File: config.mk
export PLATFORM = sky130hd
export DESIGN_NAME = accel_window_shake_detector_flat
export DESIGN_NICKNAME = d
export VERILOG_FILES = /design/src/hw/rtl/aws_pkg.sv /design/src/hw/rtl/aws_sample_if.sv /design/src/hw/rtl/aws_result_if.sv /design/src/hw/rtl/aws_delta.sv /design/src/hw/rtl/aws_cell.sv /design/src/hw/rtl/aws_window.sv /design/src/hw/rtl/accel_window_shake_detector.sv /design/src/flat_wrapper.sv
export SDC_FILE = /design/constraint.sdc
export NUM_CORES = 1
export LEC_CHECK = 0
export BUFFER_PORTS_ARGS = -buffer_cell sky130_fd_sc_hd__buf_4
export CAP_MARGIN = 20
export CORE_ASPECT_RATIO = 2
export CORE_MARGIN = 2
export CORE_UTILIZATION = 60
export CTS_CLUSTER_SIZE = 12
export DETAILED_ROUTE_END_ITERATION = 12
export HOLD_SLACK_MARGIN = 0.12
export PLACE_DENSITY = 0.82
export SYNTH_ARGS = -nofsm -noshare
export SYNTH_HDL_FRONTEND = slang
export SYNTH_SLANG_ARGS = --single-unit
File: constraint.sdc
create_clock -name clk -period 71.1 [get_ports clk]
set_input_delay 14.22 -clock clk [delete_from_list [all_inputs] [get_ports clk]]
set_output_delay 14.22 -clock clk [all_outputs]
set_load 0.02 [all_outputs]
File: src/hw/rtl/aws_pkg.sv
`default_nettype none
// ----------------------------------------------------------------------------
// aws_pkg: shared types and constants for the shake detector
// Window geometry, field widths, register indexes and the window entry type.
// ----------------------------------------------------------------------------
package aws_pkg;

  localparam int WINDOW_PAIRS = 16;
  localparam int SAMPLE_BITS  = 16;

  localparam int DELTA_W = SAMPLE_BITS;                    // |a-b| of two samples
  localparam int NOISE_W = SAMPLE_BITS + 2;                // dx+dy+dz
  localparam int SUM_W   = SAMPLE_BITS + $clog2(WINDOW_PAIRS);
  localparam int COUNT_W = $clog2(WINDOW_PAIRS + 1);
  localparam int SEEN_W  = $clog2(WINDOW_PAIRS + 2);
  localparam int CFG_W   = (SUM_W > NOISE_W) ? SUM_W : NOISE_W;
  localparam int IDX_W   = 3;

  localparam logic [SEEN_W-1:0] SEEN_MAX = SEEN_W'(WINDOW_PAIRS + 1);

  localparam logic [IDX_W-1:0] REG_NOISE_THRESHOLD  = 3'd0;
  localparam logic [IDX_W-1:0] REG_THRESHOLD_X      = 3'd1;
  localparam logic [IDX_W-1:0] REG_THRESHOLD_Y      = 3'd2;
  localparam logic [IDX_W-1:0] REG_THRESHOLD_Z      = 3'd3;
  localparam logic [IDX_W-1:0] REG_MIN_MOTION_COUNT = 3'd4;

  typedef struct packed {
    logic [DELTA_W-1:0] dx;
    logic [DELTA_W-1:0] dy;
    logic [DELTA_W-1:0] dz;
    logic               motion;
  } pair_t;

  // Delta stage to accumulator
  typedef struct packed {
    logic  pair;   // a previous sample existed, entry is real
    logic  full;   // window already holds WINDOW_PAIRS entries
    pair_t entry;
  } stage_t;

endpackage
`default_nettype wire

File: src/hw/rtl/aws_sample_if.sv
`default_nettype none
// ----------------------------------------------------------------------------
// aws_sample_if: accelerometer sample channel
// Valid/ready channel carrying one signed 3-axis sample per transaction.
// ----------------------------------------------------------------------------
interface aws_sample_if import aws_pkg::*;
();
  logic                          valid;
  logic                          ready;
  logic signed [SAMPLE_BITS-1:0] sample_x;
  logic signed [SAMPLE_BITS-1:0] sample_y;
  logic signed [SAMPLE_BITS-1:0] sample_z;

  modport source (output valid, output sample_x, output sample_y, output sample_z,
                  input ready);
  modport sink   (input valid, input sample_x, input sample_y, input sample_z,
                  output ready);
endinterface
`default_nettype wire

File: src/hw/rtl/aws_result_if.sv
`default_nettype none
// ----------------------------------------------------------------------------
// aws_result_if: shake detector result channel
// Valid/ready channel carrying window sums, motion count and shake flag.
// ----------------------------------------------------------------------------
interface aws_result_if import aws_pkg::*;
();
  logic               valid;
  logic               ready;
  logic [SUM_W-1:0]   sum_x;
  logic [SUM_W-1:0]   sum_y;
  logic [SUM_W-1:0]   sum_z;
  logic [COUNT_W-1:0] motion_count;
  logic               shake_detected;

  modport source (output valid, output sum_x, output sum_y, output sum_z,
                  output motion_count, output shake_detected, input ready);
  modport sink   (input valid, input sum_x, input sum_y, input sum_z,
                  input motion_count, input shake_detected, output ready);
endinterface
`default_nettype wire

File: src/hw/rtl/aws_delta.sv
`default_nettype none
// ----------------------------------------------------------------------------
// aws_delta: sample delta stage
// Holds the previous sample, forms per-axis absolute deltas and the motion
// bit, and registers them with window occupancy for the accumulator.
// ----------------------------------------------------------------------------
module aws_delta import aws_pkg::*;
(
  input  wire logic                          clk,
  input  wire logic                          rst,
  input  wire logic                          accept,
  input  wire logic                          advance,
  input  wire logic signed [SAMPLE_BITS-1:0] sample_x,
  input  wire logic signed [SAMPLE_BITS-1:0] sample_y,
  input  wire logic signed [SAMPLE_BITS-1:0] sample_z,
  input  wire logic        [NOISE_W-1:0]     noise_threshold,
  output logic                               stage_valid,
  output stage_t                             stage,
  output logic             [SEEN_W-1:0]      seen
);

  logic signed [SAMPLE_BITS-1:0] prev_x;
  logic signed [SAMPLE_BITS-1:0] prev_y;
  logic signed [SAMPLE_BITS-1:0] prev_z;
  pair_t                         entry_next;
  logic        [NOISE_W-1:0]     total;

  function automatic logic [DELTA_W-1:0] abs_diff(logic signed [SAMPLE_BITS-1:0] a,
                                                  logic signed [SAMPLE_BITS-1:0] b);
    logic signed [SAMPLE_BITS:0] d;
    logic        [SAMPLE_BITS:0] m;
    d = {a[SAMPLE_BITS-1], a} - {b[SAMPLE_BITS-1], b};
    m = d[SAMPLE_BITS] ? (~d + 1'b1) : d;
    return m[DELTA_W-1:0];
  endfunction

  always_comb begin
    entry_next.dx = abs_diff(sample_x, prev_x);
    entry_next.dy = abs_diff(sample_y, prev_y);
    entry_next.dz = abs_diff(sample_z, prev_z);
    total = NOISE_W'(entry_next.dx) + NOISE_W'(entry_next.dy) + NOISE_W'(entry_next.dz);
    entry_next.motion = total > noise_threshold;
  end

  always_ff @(posedge clk) begin
    if (rst) begin
      stage_valid <= 1'b0;
      seen        <= '0;
      prev_x      <= '0;
      prev_y      <= '0;
      prev_z      <= '0;
    end else if (accept) begin
      stage_valid <= 1'b1;
      if (seen != SEEN_MAX) begin
        seen <= seen + 1'b1;
      end
      prev_x <= sample_x;
      prev_y <= sample_y;
      prev_z <= sample_z;
    end else if (advance) begin
      stage_valid <= 1'b0;
    end
  end

  always_ff @(posedge clk) begin
    if (accept) begin
      stage.pair  <= seen != '0;
      stage.full  <= seen == SEEN_MAX;
      stage.entry <= entry_next;
    end
  end

endmodule
`default_nettype wire

File: src/hw/rtl/aws_cell.sv
`default_nettype none
// ----------------------------------------------------------------------------
// aws_cell: one window cell
// Holds one pair entry; takes its neighbor's entry on every window shift.
// ----------------------------------------------------------------------------
module aws_cell import aws_pkg::*;
(
  input  wire logic  clk,
  input  wire logic  shift,
  input  wire pair_t din,
  output pair_t      dout
);

  always_ff @(posedge clk) begin
    if (shift) begin
      dout <= din;
    end
  end

endmodule
`default_nettype wire

File: src/hw/rtl/aws_window.sv
`default_nettype none
// ----------------------------------------------------------------------------
// aws_window: delta window as a chain of cells
// Newest pair enters cell 0; the entry in the last cell is the oldest pair.
// ----------------------------------------------------------------------------
module aws_window import aws_pkg::*;
(
  input  wire logic  clk,
  input  wire logic  shift,
  input  wire pair_t newest,
  output pair_t      oldest
);

  pair_t tap [WINDOW_PAIRS+1];

  assign tap[0] = newest;

  for (genvar i = 0; i < WINDOW_PAIRS; i++) begin : g_cell
    aws_cell u_cell (
      .clk   (clk),
      .shift (shift),
      .din   (tap[i]),
      .dout  (tap[i+1])
    );
  end

  assign oldest = tap[WINDOW_PAIRS];

endmodule
`default_nettype wire

File: src/hw/rtl/accel_window_shake_detector.sv
`default_nettype none
// ----------------------------------------------------------------------------
// accel_window_shake_detector: sliding-window shake detector
// Accumulates absolute sample deltas over a window and flags shaking.
// ----------------------------------------------------------------------------
// Takes one sample per cycle unless the result channel stalls it, and returns
// one result per sample: a delta stage forms the per-axis deltas against the
// previous sample, then the accumulator adds the newest pair, subtracts the
// pair leaving the window and shifts the 16-cell window chain. Results wait in
// the output register under back-pressure while one more sample is held in the
// delta stage. Thresholds are compared against the registered sums; write the
// configuration only while no transaction is in flight.
// ----------------------------------------------------------------------------
module accel_window_shake_detector import aws_pkg::*;
(
  input  wire logic             clk,
  input  wire logic             rst,
  input  wire logic             cfg_we,
  input  wire logic [IDX_W-1:0] cfg_index,
  input  wire logic [CFG_W-1:0] cfg_data,
  aws_sample_if.sink            sample,
  aws_result_if.source          result
);

  logic [NOISE_W-1:0] noise_threshold;
  logic [SUM_W-1:0]   threshold_x;
  logic [SUM_W-1:0]   threshold_y;
  logic [SUM_W-1:0]   threshold_z;
  logic [COUNT_W-1:0] min_motion_count;

  logic               accept;
  logic               advance;
  logic               stage_valid;
  stage_t             stage;
  logic [SEEN_W-1:0]  seen;
  pair_t              oldest;
  pair_t              leaving;
  logic               shift;

  logic [SUM_W-1:0]   sum_x;
  logic [SUM_W-1:0]   sum_y;
  logic [SUM_W-1:0]   sum_z;
  logic [COUNT_W-1:0] motion_count;
  logic [SUM_W-1:0]   sum_x_next;
  logic [SUM_W-1:0]   sum_y_next;
  logic [SUM_W-1:0]   sum_z_next;
  logic [COUNT_W-1:0] motion_count_next;
  logic               out_valid;
  logic [SEEN_W-1:0]  pairs_taken;

  // configuration
  always_ff @(posedge clk) begin
    if (rst) begin
      noise_threshold  <= '0;
      threshold_x      <= '0;
      threshold_y      <= '0;
      threshold_z      <= '0;
      min_motion_count <= '0;
    end else if (cfg_we) begin
      unique case (cfg_index)
        REG_NOISE_THRESHOLD:  noise_threshold <= cfg_data[NOISE_W-1:0];
        REG_THRESHOLD_X:      threshold_x     <= cfg_data[SUM_W-1:0];
        REG_THRESHOLD_Y:      threshold_y     <= cfg_data[SUM_W-1:0];
        REG_THRESHOLD_Z:      threshold_z     <= cfg_data[SUM_W-1:0];
        REG_MIN_MOTION_COUNT: begin
          if (cfg_data[COUNT_W-1:0] > COUNT_W'(WINDOW_PAIRS)) begin
            min_motion_count <= COUNT_W'(WINDOW_PAIRS);
          end else begin
            min_motion_count <= cfg_data[COUNT_W-1:0];
          end
        end
        default: ;
      endcase
    end
  end

  assign advance      = stage_valid && (!out_valid || result.ready);
  assign sample.ready = !stage_valid || advance;
  assign accept       = sample.valid && sample.ready;
  assign shift        = advance && stage.pair;

  aws_delta u_delta (
    .clk             (clk),
    .rst             (rst),
    .accept          (accept),
    .advance         (advance),
    .sample_x        (sample.sample_x),
    .sample_y        (sample.sample_y),
    .sample_z        (sample.sample_z),
    .noise_threshold (noise_threshold),
    .stage_valid     (stage_valid),
    .stage           (stage),
    .seen            (seen)
  );

  aws_window u_window (
    .clk    (clk),
    .shift  (shift),
    .newest (stage.entry),
    .oldest (oldest)
  );

  // add newest, subtract the pair falling out of a full window
  always_comb begin
    leaving = stage.full ? oldest : '0;
    sum_x_next = sum_x + SUM_W'(stage.entry.dx) - SUM_W'(leaving.dx);
    sum_y_next = sum_y + SUM_W'(stage.entry.dy) - SUM_W'(leaving.dy);
    sum_z_next = sum_z + SUM_W'(stage.entry.dz) - SUM_W'(leaving.dz);
    motion_count_next = motion_count + COUNT_W'(stage.entry.motion)
                        - COUNT_W'(leaving.motion);
  end

  always_ff @(posedge clk) begin
    if (rst) begin
      sum_x        <= '0;
      sum_y        <= '0;
      sum_z        <= '0;
      motion_count <= '0;
      out_valid    <= 1'b0;
    end else begin
      if (shift) begin
        sum_x        <= sum_x_next;
        sum_y        <= sum_y_next;
        sum_z        <= sum_z_next;
        motion_count <= motion_count_next;
      end
      if (advance) begin
        out_valid <= 1'b1;
      end else if (result.ready) begin
        out_valid <= 1'b0;
      end
    end
  end

  assign result.valid          = out_valid;
  assign result.sum_x          = sum_x;
  assign result.sum_y          = sum_y;
  assign result.sum_z          = sum_z;
  assign result.motion_count   = motion_count;
  assign result.shake_detected = (sum_x > threshold_x) && (sum_y > threshold_y) &&
                                 (sum_z > threshold_z) &&
                                 (motion_count > min_motion_count);

  assign pairs_taken = (seen == '0) ? '0 : seen - 1'b1;

  // motion count never exceeds the number of pairs taken so far
  a_count_bound: assert property (@(posedge clk) disable iff (rst)
    motion_count <= pairs_taken)
    else $error("motion count exceeds pairs taken");

  // a held delta stage blocks new samples
  a_stall_blocks: assert property (@(posedge clk) disable iff (rst)
    (stage_valid && out_valid && !result.ready) |-> !sample.ready)
    else $error("sample accepted while delta stage stalled");

  // subtraction of the oldest pair only once the window is full
  a_full_seen: assert property (@(posedge clk) disable iff (rst)
    (stage_valid && stage.full) |-> (seen == SEEN_MAX))
    else $error("window full flag without full occupancy");

  // stalled result keeps its sums
  a_sum_hold: assert property (@(posedge clk) disable iff (rst)
    (out_valid && !result.ready) |=> $stable(sum_x) && $stable(motion_count))
    else $error("result sums changed under back-pressure");

endmodule
`default_nettype wire

File: src/flat_wrapper.sv
// flat-port wrapper written by rule: the top's interface ports become plain ports
module accel_window_shake_detector_flat import aws_pkg::*;
  (clk, rst, cfg_we, cfg_index, cfg_data, sample_valid, sample_sample_x, sample_sample_y, sample_sample_z, sample_ready, result_valid, result_sum_x, result_sum_y, result_sum_z, result_motion_count, result_shake_detected, result_ready);
  aws_sample_if sample_i ();
  aws_result_if result_i ();
  input  wire logic clk;
  input  wire logic rst;
  input  wire logic cfg_we;
  input  wire logic [IDX_W-1:0] cfg_index;
  input  wire logic [CFG_W-1:0] cfg_data;
  input wire logic [$bits(sample_i.valid)-1:0] sample_valid;
  input wire logic [$bits(sample_i.sample_x)-1:0] sample_sample_x;
  input wire logic [$bits(sample_i.sample_y)-1:0] sample_sample_y;
  input wire logic [$bits(sample_i.sample_z)-1:0] sample_sample_z;
  output wire logic [$bits(sample_i.ready)-1:0] sample_ready;
  output wire logic [$bits(result_i.valid)-1:0] result_valid;
  output wire logic [$bits(result_i.sum_x)-1:0] result_sum_x;
  output wire logic [$bits(result_i.sum_y)-1:0] result_sum_y;
  output wire logic [$bits(result_i.sum_z)-1:0] result_sum_z;
  output wire logic [$bits(result_i.motion_count)-1:0] result_motion_count;
  output wire logic [$bits(result_i.shake_detected)-1:0] result_shake_detected;
  input wire logic [$bits(result_i.ready)-1:0] result_ready;
  assign sample_i.valid = sample_valid;
  assign sample_i.sample_x = sample_sample_x;
  assign sample_i.sample_y = sample_sample_y;
  assign sample_i.sample_z = sample_sample_z;
  assign sample_ready = sample_i.ready;
  assign result_valid = result_i.valid;
  assign result_sum_x = result_i.sum_x;
  assign result_sum_y = result_i.sum_y;
  assign result_sum_z = result_i.sum_z;
  assign result_motion_count = result_i.motion_count;
  assign result_shake_detected = result_i.shake_detected;
  assign result_i.ready = result_ready;
  accel_window_shake_detector u_core (.clk(clk), .rst(rst), .cfg_we(cfg_we), .cfg_index(cfg_index), .cfg_data(cfg_data), .sample(sample_i), .result(result_i));
endmodule
==> results of run 1 <==
-- worst reg2reg max path, delay by kind of cell (launching register included) --
family,cells,cell delay [ps]
fa+ha+maj,6,1970
compound gates,14,2930
simple gates,4,540
xor+xnor,1,270
flops,1,330
buf+inv,4,400
mux,2,580
-- stage by stage --
step                      instances  setup slack (ps)  power (uW)  hold WS (ps)
after detailed placement       4327             42040        1180           405
after global placement         4327             42060        1170           400
after CTS                      4503             42020        1670           410
after global routing           4505             41960        1750           413
after floorplan                3326             33490        1080           400
final                          4506             42010        1670           400
-- state kept, by name (all words and copies together), names as in the netlist, 20 cells and up --
name                                count
u_core.threshold_y                     20
u_core.result.sum_x                    20
u_core.result.sum_y                    20
u_core.u_window.g_cell.u_cell.dout    784
u_core.result.sum_z                    20
u_core.threshold_z                     20
u_core.threshold_x                     20
u_core.u_delta.stage                   51
-- layout by cell type (no fill, tap or decap), types with 14 or more instances in the layout --
cell type,count
and2_1,58
or3_1,16
clkbuf_16,100
o21ai_0,49
ha_1,217
a21oi_1,277
nand3_1,33
o31ai_1,15
dfxtp_1,203
a31oi_1,15
clkbuf_1,65
xnor2_1,103
nor2b_1,35
o21a_1,31
nand2_1,386
a211oi_1,15
a21o_1,54
nor3_1,41
nor2_1,112
buf_4,150
edfxtp_1,835
nand4_1,26
nand2b_1,17
xor2_1,62
and3_1,14
inv_1,405
fa_1,69
-- power groups by stage --
| stage | clock [uW] | sequential [uW] | combinational, uW |
|---|---|---|---|
| floorplan | 0 | 737 | 343 |
| global route | 516 | 713 | 523 |
| global placement | 0 | 722 | 443 |
| detailed placement | 0 | 724 | 459 |
| finish | 486 | 711 | 473 |
| CTS | 495 | 711 | 467 |
-- area by class of cell --
class / instances / share of cell area
Clock inverter: 8 / 0.00239
Multi-Input combinational cell: 1804 / 0.262
Timing Repair Buffer: 156 / 0.0257
Tap cell: 923 / 0.0237
Clock buffer: 168 / 0.0572
Inverter: 408 / 0.0316
Sequential cell: 1038 / 0.597
Antenna cell: 1 / 0.0000513
-- Yosys cell counts (all sizes together), types with 26 or more instances --
cell type	count
edfxtp	835
ha	217
nor2b	35
xor2	63
o21a	31
clkbuf	66
a21o	54
a21oi	277
nand4	26
fa	69
inv	407
and2	58
nand2	387
xnor2	103
nand3	34
dfxtp	203
o21ai	59
nor2	112
nor3	41
-- logic make-up after synthesis --
group                      synth area share
AOI/OAI and AO/OA                    0.0782
DFF                                   0.666
and+or+nand+nor                      0.0852
muxes                               0.00137
xor gates and xnor gates             0.0334
adders and majority gates            0.0937
buffers and inverters                0.0417
-- final timing paths --
check	start	to	slack, ps	cells past startpoint
hold reg to reg	u_core.u_window.g_cell[3].u_cell.dout[12]	u_core.u_window.g_cell[4].u_cell.dout[12]	400	0
setup / recovery	result_ready	sample_ready	42010	4
setup reg to reg	u_core.u_delta.prev_x[0]	u_core.u_delta.stage[0]	63880	31
hold / removal	u_core.u_window.g_cell[3].u_cell.dout[12]	u_core.u_window.g_cell[4].u_cell.dout[12]	400	0
-- layer usage --
layer | track usage | up-vias | part of all wire
li1 | - | 12034 | -
met4 | 0.121 | 10 | 0.047
met5 | 0 | - | 0.00081
met1 | 0.289 | 12426 | 0.37
met2 | 0.434 | 891 | 0.51
met3 | 0.0511 | 230 | 0.072
==> results.sh, run 1 <==
export IMPL_outcome="finished, final reports clean"
export IMPL_clockBufferDepth=3
export IMPL_cp_start_kind="input port"
export IMPL_path_buf_inv=2
export IMPL_grtUsageTotal=0.247
export IMPL_layout_min_cycle_time_ps=29090
export IMPL_tightest_slew_ps=1190
export IMPL_critPathKind="input port to primary output"
export IMPL_yosys_register_bits=1038
export IMPL_critPathRequiredTime_ps=56880
export IMPL_postCtsSetupBuffers=0
export IMPL_cts_buffers=98
export IMPL_die_y_um=386
export IMPL_cts_hold_buffers=0
export IMPL_maxSlewViolCount=0
export IMPL_critical_path_peak_fanout=3
export IMPL_syn_inst=3326
export IMPL_synth_edff_count=835
export IMPL_htree_levels=3
export IMPL_vias_per_cell=5.68
export IMPL_cp_common_cell="buf_4"
export IMPL_place_congestion=1.05
export IMPL_start_util=0.603
export IMPL_worstSetupEndpointType="primary output"
export IMPL_setup_viol_count_final=0
export IMPL_ios=144
export IMPL_fin_tns_setup_ps=0
export IMPL_syn_area_sq_um=43700
export IMPL_drive_gt1_frac=0.0832
export IMPL_p_int_uw=1160
export IMPL_worstPathArrival_ps=14870
export IMPL_clk_latency_ps=690
export IMPL_port_buffers=143
export IMPL_placementRows=140
export IMPL_rsz0062_at_grt="false"
export IMPL_crit_chain="buf_4 -> nor2b_1 -> nand2_1 -> buf_4"
export IMPL_switching_share=0.308
export IMPL_synthesis_nets=3688
export IMPL_grt_overflow_total=0
export IMPL_clkPwrFrac=0.291
export IMPL_synth_top_area_share=0.573
export IMPL_fin_util=0.672
export IMPL_cp_slowest_cell="nor2b_1"
export IMPL_synth_top_cell_by_area="edfxtp_1"
export IMPL_grt_max_degree=205
export IMPL_drt_wl_total_um=92400
export IMPL_first_pass_iters=5
export IMPL_ys_warn_count=0
export IMPL_ant_nets=0
export IMPL_regArea_sq_um=29100
export IMPL_antenna_found_initial=5
export IMPL_num_fill_cells=4954
export IMPL_core_sq_um=72500
export IMPL_drv_cap=0
export IMPL_ys_seq_area_frac=0.666
export IMPL_power_density_nw_per_um2=34.2
export IMPL_cts_root_buf="clkbuf_16"
export IMPL_skew_ps=36.3
export IMPL_dpl_instance_area_sq_um=45800
export IMPL_fin_crit_sh=0.409
export IMPL_drtIter0Drc=2162
export IMPL_multi_input_area_sq_um=12800
export IMPL_min_path_type="register to register"
export IMPL_synthArstFlopShare=0
export IMPL_synth_cell_types=77
export IMPL_detail_route_wl_per_cell_um=20.5
export IMPL_die_w_um=195
export IMPL_fmax_mhz=34.4
export IMPL_cts_clk_slew_worst_paths_ps=60
export IMPL_pwr_share_seq=0.426
export IMPL_cts_sinks=1038
export IMPL_p_leak_uw=0.0179
export IMPL_area_growth_pct=11.5
export IMPL_finalHoldViolCount=0
export IMPL_grt_pass1_vias=25488
export IMPL_switchingPower_uw=514
export IMPL_synthFlopType="edfxtp_1"
export IMPL_post_dp_hpwl_um=61900
export IMPL_slowest_delay_ps=220
export IMPL_crit_family="simple AND/OR/NAND/NOR gates"
export IMPL_vias=25591
export IMPL_post_cts_resized=0
export IMPL_relSlewSlack=0.203
export IMPL_nNetsFinal=3868
export IMPL_drcViolationCount=0
export IMPL_final_cell_area_sq_um=48800
export IMPL_cts_tree="built"
export IMPL_avgSynthCellArea_sq_um=13.1
export IMPL_grt_pass1_wl_um=140000
export IMPL_synth_area_leaders="edfxtp_1, dfxtp_1, ha_1"
export IMPL_dieArea_sq_um=75200
export IMPL_irDropWorstVdd_mv=0.0246
export IMPL_pwr_share_comb=0.283
(Power assumes the default switching activity.)
==> run 2, diff against run 1 <==
==> constraint.sdc (replaced) <==
create_clock -name clk -period 30.1 [get_ports clk]
set_input_delay 6.02 -clock clk [delete_from_list [all_inputs] [get_ports clk]]
set_output_delay 6.02 -clock clk [all_outputs]
set_load 0.02 [all_outputs]
==> results.sh, run 2 (synthesized netlist as in run 1, its figures left out) <==
export IMPL_critPathKind="input port to primary output"
export IMPL_drv_cap=0
export IMPL_vias_per_cell=5.65
export IMPL_grtUsageTotal=0.249
export IMPL_clockBufferDepth=3
export IMPL_drt_wl_total_um=93300
export IMPL_core_sq_um=72500
export IMPL_vias=25522
export IMPL_drive_gt1_frac=0.0843
export IMPL_cts_sinks=1038
export IMPL_detail_route_wl_per_cell_um=20.6
export IMPL_nNetsFinal=3872
export IMPL_tightest_slew_ps=1230
export IMPL_cts_root_buf="clkbuf_16"
export IMPL_post_dp_hpwl_um=63400
export IMPL_grt_pass1_wl_um=141000
export IMPL_drtIter0Drc=2082
export IMPL_skew_ps=25.9
export IMPL_port_buffers=143
export IMPL_fmax_mhz=78.9
export IMPL_htree_levels=3
export IMPL_place_congestion=0.944
export IMPL_outcome="finished, final reports clean"
export IMPL_grt_overflow_total=0
export IMPL_fin_ws_ps=17430
export IMPL_cts_clk_slew_worst_paths_ps=60
export IMPL_setup_viol_count_final=0
export IMPL_num_fill_cells=5065
export IMPL_hold_ws_ps=408
export IMPL_preCtsSetupSlack_ps=17380
export IMPL_critPathRequiredTime_ps=24080
export IMPL_drcViolationCount=0
export IMPL_relSlewSlack=0.173
export IMPL_start_util=0.603
export IMPL_final_cell_area_sq_um=48800
export IMPL_post_cts_resized=0
export IMPL_ant_nets=0
export IMPL_cts_buffers=99
export IMPL_antenna_found_initial=6
export IMPL_top_regs="u_core.u_window.g_cell.u_cell.dout (784), u_core.u_delta.stage (51)"
export IMPL_postCtsSetupBuffers=0
export IMPL_worstSetupEndpointType="primary output"
export IMPL_min_path_type="register to register"
export IMPL_irDropWorstVdd_mv=0.0686
export IMPL_cts_hold_buffers=0
export IMPL_critical_path_peak_fanout=3
export IMPL_clk_latency_ps=670
export IMPL_cts_tree="built"
export IMPL_layout_min_cycle_time_ps=12670
export IMPL_die_y_um=386
export IMPL_ios=144
export IMPL_p_leak_uw=0.0179
export IMPL_cp_start_kind="input port"
export IMPL_worstPathArrival_ps=6650
export IMPL_fin_util=0.673
export IMPL_first_pass_iters=5
export IMPL_mostFrequentLayoutCell="edfxtp_1"
export IMPL_grt_pass1_vias=25651
export IMPL_mostFrequentLayoutCells="edfxtp_1, inv_1, nand2_1"
export IMPL_regMostFlops="u_core.u_window.g_cell.u_cell.dout"
export IMPL_die_w_um=195
export IMPL_dpl_instance_area_sq_um=45800
export IMPL_maxSlewViolCount=0
export IMPL_power_density_nw_per_um2=80.7
export IMPL_placementRows=140
export IMPL_finalHoldViolCount=0
export IMPL_grt_max_degree=184
export IMPL_rsz0062_at_grt="false"
export IMPL_area_growth_pct=11.6
export IMPL_largest_reg_flops=784
export IMPL_dieArea_sq_um=75200
export IMPL_fin_tns_setup_ps=0
export IMPL_fin_crit_sh=0.421
## run 2: cell count changes in the layout (fill, tap and decap cells not counted), sizes merged
cell | before | now
buf | 156 | 159
bufinv | 1 | 0
clkinv | 3 | 10
inv | 411 | 409
clkbuf | 168 | 173
diode | 1 | 3
## run 2: metrics by stage
stage               total power (uW)  instances
finish                          3940       4520
global route                    4150       4518
CTS                             3950       4515
detailed placement              2800       4330
global placement                2770       4330
floorplan                       2550       3326
## run 2: area by class of cell
| cell class | instances | area (sq um) | share of cell area |
|---|---|---|---|
| Sequential cell | 1038 | 29100 | 0.597 |
| Multi-Input combinational cell | 1804 | 12800 | 0.262 |
| Clock buffer | 173 | 2820 | 0.0578 |
| Inverter | 408 | 1540 | 0.0316 |
| Timing Repair Buffer | 159 | 1240 | 0.0255 |
| Tap cell | 923 | 1150 | 0.0237 |
| Clock inverter | 12 | 111 | 0.00228 |
| Antenna cell | 3 | 7.51 | 0.000154 |
## run 2: critical path, stage by stage
cell	delay, ps
buf_4	110
nor2b_1	210
nand2_1	130
buf_4	170
## run 2: final timing paths
check / start / end / slack, ps / cells after the start
worst max-delay path: result_ready / sample_ready / 17430 / 4
worst min-delay path: u_core.u_window.g_cell[13].u_cell.dout[2] / u_core.u_window.g_cell[14].u_cell.dout[2] / 410 / 0
worst min register to register: u_core.u_window.g_cell[13].u_cell.dout[2] / u_core.u_window.g_cell[14].u_cell.dout[2] / 410 / 0
worst max register to register: u_core.u_delta.prev_z[0] / u_core.u_delta.stage[0] / 23230 / 29
## run 2: power by group
part,total [uW],internal (uW),switching (uW)
clock network,1150,634,515
logic,1110,461,645
registers,1680,1630,49.9
total,3940,2730,1210
## run 2: metal layers
| layer | share of wire | up-vias | GRT usage |
|---|---|---|---|
| li1 | - | 12031 | - |
| met1 | 0.39 | 12493 | 0.296 |
| met2 | 0.50 | 784 | 0.433 |
| met3 | 0.062 | 206 | 0.0508 |
| met4 | 0.049 | 8 | 0.125 |
| met5 | 0.00055 | - | 0 |
==> run 3, diff against run 2 <==
==> constraint.sdc (replaced) <==
create_clock -name clk -period 13 [get_ports clk]
set_input_delay 2.6 -clock clk [delete_from_list [all_inputs] [get_ports clk]]
set_output_delay 2.6 -clock clk [all_outputs]
set_load 0.02 [all_outputs]
==> results.sh, run 3 (synthesized netlist as in run 1, its figures left out) <==
export IMPL_min_path_type="register to register"
export IMPL_setup_viol_count_final=0
export IMPL_holdPathStages=0
export IMPL_worstPathArrival_ps=9120
export IMPL_cts_sinks=1038
export IMPL_grtUsageMet3=0.0590
export IMPL_cp_start_kind="input port"
export IMPL_power_density_nw_per_um2=187
export IMPL_dp_cells=4330
export IMPL_cp_common_cell="inv_1"
export IMPL_crit_family="compound AO/OA/AOI/OAI gates"
export IMPL_cts_buffers=98
export IMPL_fmax_mhz=115
export IMPL_grt_max_degree=211
export IMPL_num_fill_cells=5086
export IMPL_detail_route_wl_per_cell_um=20.8
export IMPL_skew_ps=24.1
export IMPL_fin_util=0.673
export IMPL_area_growth_pct=11.5
export IMPL_r2r_start="u_core.u_delta.prev_x[0]"
export IMPL_core_sq_um=72500
export IMPL_drcViolationCount=0
export IMPL_relSlewSlack=0.143
export IMPL_rrSetupSlack_ps=6050
export IMPL_die_w_um=195
export IMPL_drv_cap=0
export IMPL_vias_per_cell=5.65
export IMPL_cts_clk_slew_worst_paths_ps=60
export IMPL_rsz0062_at_grt="false"
export IMPL_critical_path_peak_fanout=14
export IMPL_cts_hold_buffers=0
export IMPL_slowest_delay_ps=490
export IMPL_drt_wl_total_um=94100
export IMPL_holdPathEnd="u_core.u_window.g_cell[3].u_cell.dout[22]"
export IMPL_postCtsSetupBuffers=0
export IMPL_grtUsageTotal=0.252
export IMPL_cts_root_buf="clkbuf_16"
export IMPL_reg2reg_to="u_core.u_delta.stage[0]"
export IMPL_drtIter0Drc=2166
export IMPL_irDropWorstVdd_mv=0.135
export IMPL_place_congestion=1.01
export IMPL_largest_reg_flops=784
export IMPL_clockBufferDepth=3
export IMPL_die_y_um=386
export IMPL_p_leak_uw=0.0179
export IMPL_use_met1=0.290
export IMPL_worstSetupEndpointType="register"
export IMPL_grt_pass1_vias=25467
export IMPL_ant_nets=0
export IMPL_tightest_slew_ps=1270
export IMPL_post_cts_resized=0
export IMPL_critPathRequiredTime_ps=13430
export IMPL_first_pass_iters=5
export IMPL_antenna_found_initial=12
export IMPL_hp_start="u_core.u_window.g_cell[2].u_cell.dout[22]"
export IMPL_dpl_instance_area_sq_um=45800
export IMPL_finalHoldViolCount=0
export IMPL_fin_crit_sh=0.669
export IMPL_layout_min_cycle_time_ps=8690
export IMPL_drive_gt1_frac=0.0827
export IMPL_nNetsFinal=3872
export IMPL_ios=144
export IMPL_port_buffers=143
export IMPL_mostFrequentLayoutCell="edfxtp_1"
export IMPL_outcome="finished, final reports clean"
export IMPL_start_util=0.603
export IMPL_mostFrequentLayoutCells="edfxtp_1, inv_1, nand2_1"
export IMPL_cp_slowest_cell="fa_1"
export IMPL_vias=25505
export IMPL_reg2reg_depth=30
export IMPL_grt_busiest_layer="met2"
export IMPL_regMostFlops="u_core.u_window.g_cell.u_cell.dout"
export IMPL_top_regs="u_core.u_window.g_cell.u_cell.dout (784), u_core.u_delta.stage (51)"
export IMPL_grt_use_met2=0.440
export IMPL_grt_pass1_wl_um=142000
export IMPL_clk_latency_ps=680
export IMPL_grt_overflow_total=0
export IMPL_critPathKind="input port to register"
export IMPL_htree_levels=3
export IMPL_cts_tree="built"
export IMPL_post_dp_hpwl_um=63700
export IMPL_dieArea_sq_um=75200
export IMPL_placementRows=140
export IMPL_final_cells=4517
export IMPL_final_cell_area_sq_um=48800
export IMPL_maxSlewViolCount=0
export IMPL_path_buf_inv=6
export IMPL_fin_tns_setup_ps=0
-- run 3: layer usage --
metal / part of all wire / routed length [um] / up-vias
li1: - / - / 12031
met1: 0.37 / 35200 / 12426
met2: 0.51 / 47600 / 790
met3: 0.068 / 6390 / 238
met4: 0.051 / 4820 / 20
met5: 0.0014 / 132 / -
-- run 3: layout make-up --
type                            count  area, sq um  share of cell area
Antenna cell                        3         7.51            0.000154
Clock buffer                      171         2760              0.0565
Clock inverter                     10          108             0.00221
Inverter                          408         1540              0.0316
Multi-Input combinational cell   1804        12800               0.262
Sequential cell                  1038        29100               0.597
Tap cell                          923         1150              0.0237
Timing Repair Buffer              160         1290              0.0264
-- run 3: where the power goes --
| part | total, uW | switching (uW) | internal [uW] |
|---|---|---|---|
| clock network | 2640 | 1200 | 1440 |
| registers | 3900 | 119 | 3780 |
| logic | 2590 | 1510 | 1080 |
| total | 9120 | 2820 | 6290 |
-- run 3: per-stage QoR --
step	power [uW]	hold WS [ps]	setup WS, ps
floorplan	5840	400	32.4
global placement	6450	400	3830
detailed placement	6500	405	3660
CTS	9160	405	4360
global route	9600	407	3800
finish	9120	408	4310
-- run 3: worst max path at each step --
stage                       start                 endpoint  slack, ps  cells after the start
5_1_grt        sample_sample_y[0]  u_core.u_delta.stage[0]       3800                     31
3_3_place_gp   sample_sample_x[0]  u_core.u_delta.stage[0]       3830                     32
2_1_floorplan        result_ready  u_core.result.sum_z[14]         30                      6
6_report       sample_sample_x[0]  u_core.u_delta.stage[0]       4310                     32
4_1_cts        sample_sample_x[0]  u_core.u_delta.stage[0]       4360                     32
3_5_place_dp   sample_sample_x[0]  u_core.u_delta.stage[0]       3660                     32
-- run 3: worst register-to-register path: cells and delay by family (launching register included) --
family | cells | cell delay (ps)
AO/OA/AOI/OAI | 14 | 2910
adder cells (fa/ha/maj) | 6 | 1940
AND/OR/NAND/NOR | 4 | 650
multiplexers | 2 | 490
buffers and inverters | 4 | 390
flip-flops | 1 | 330
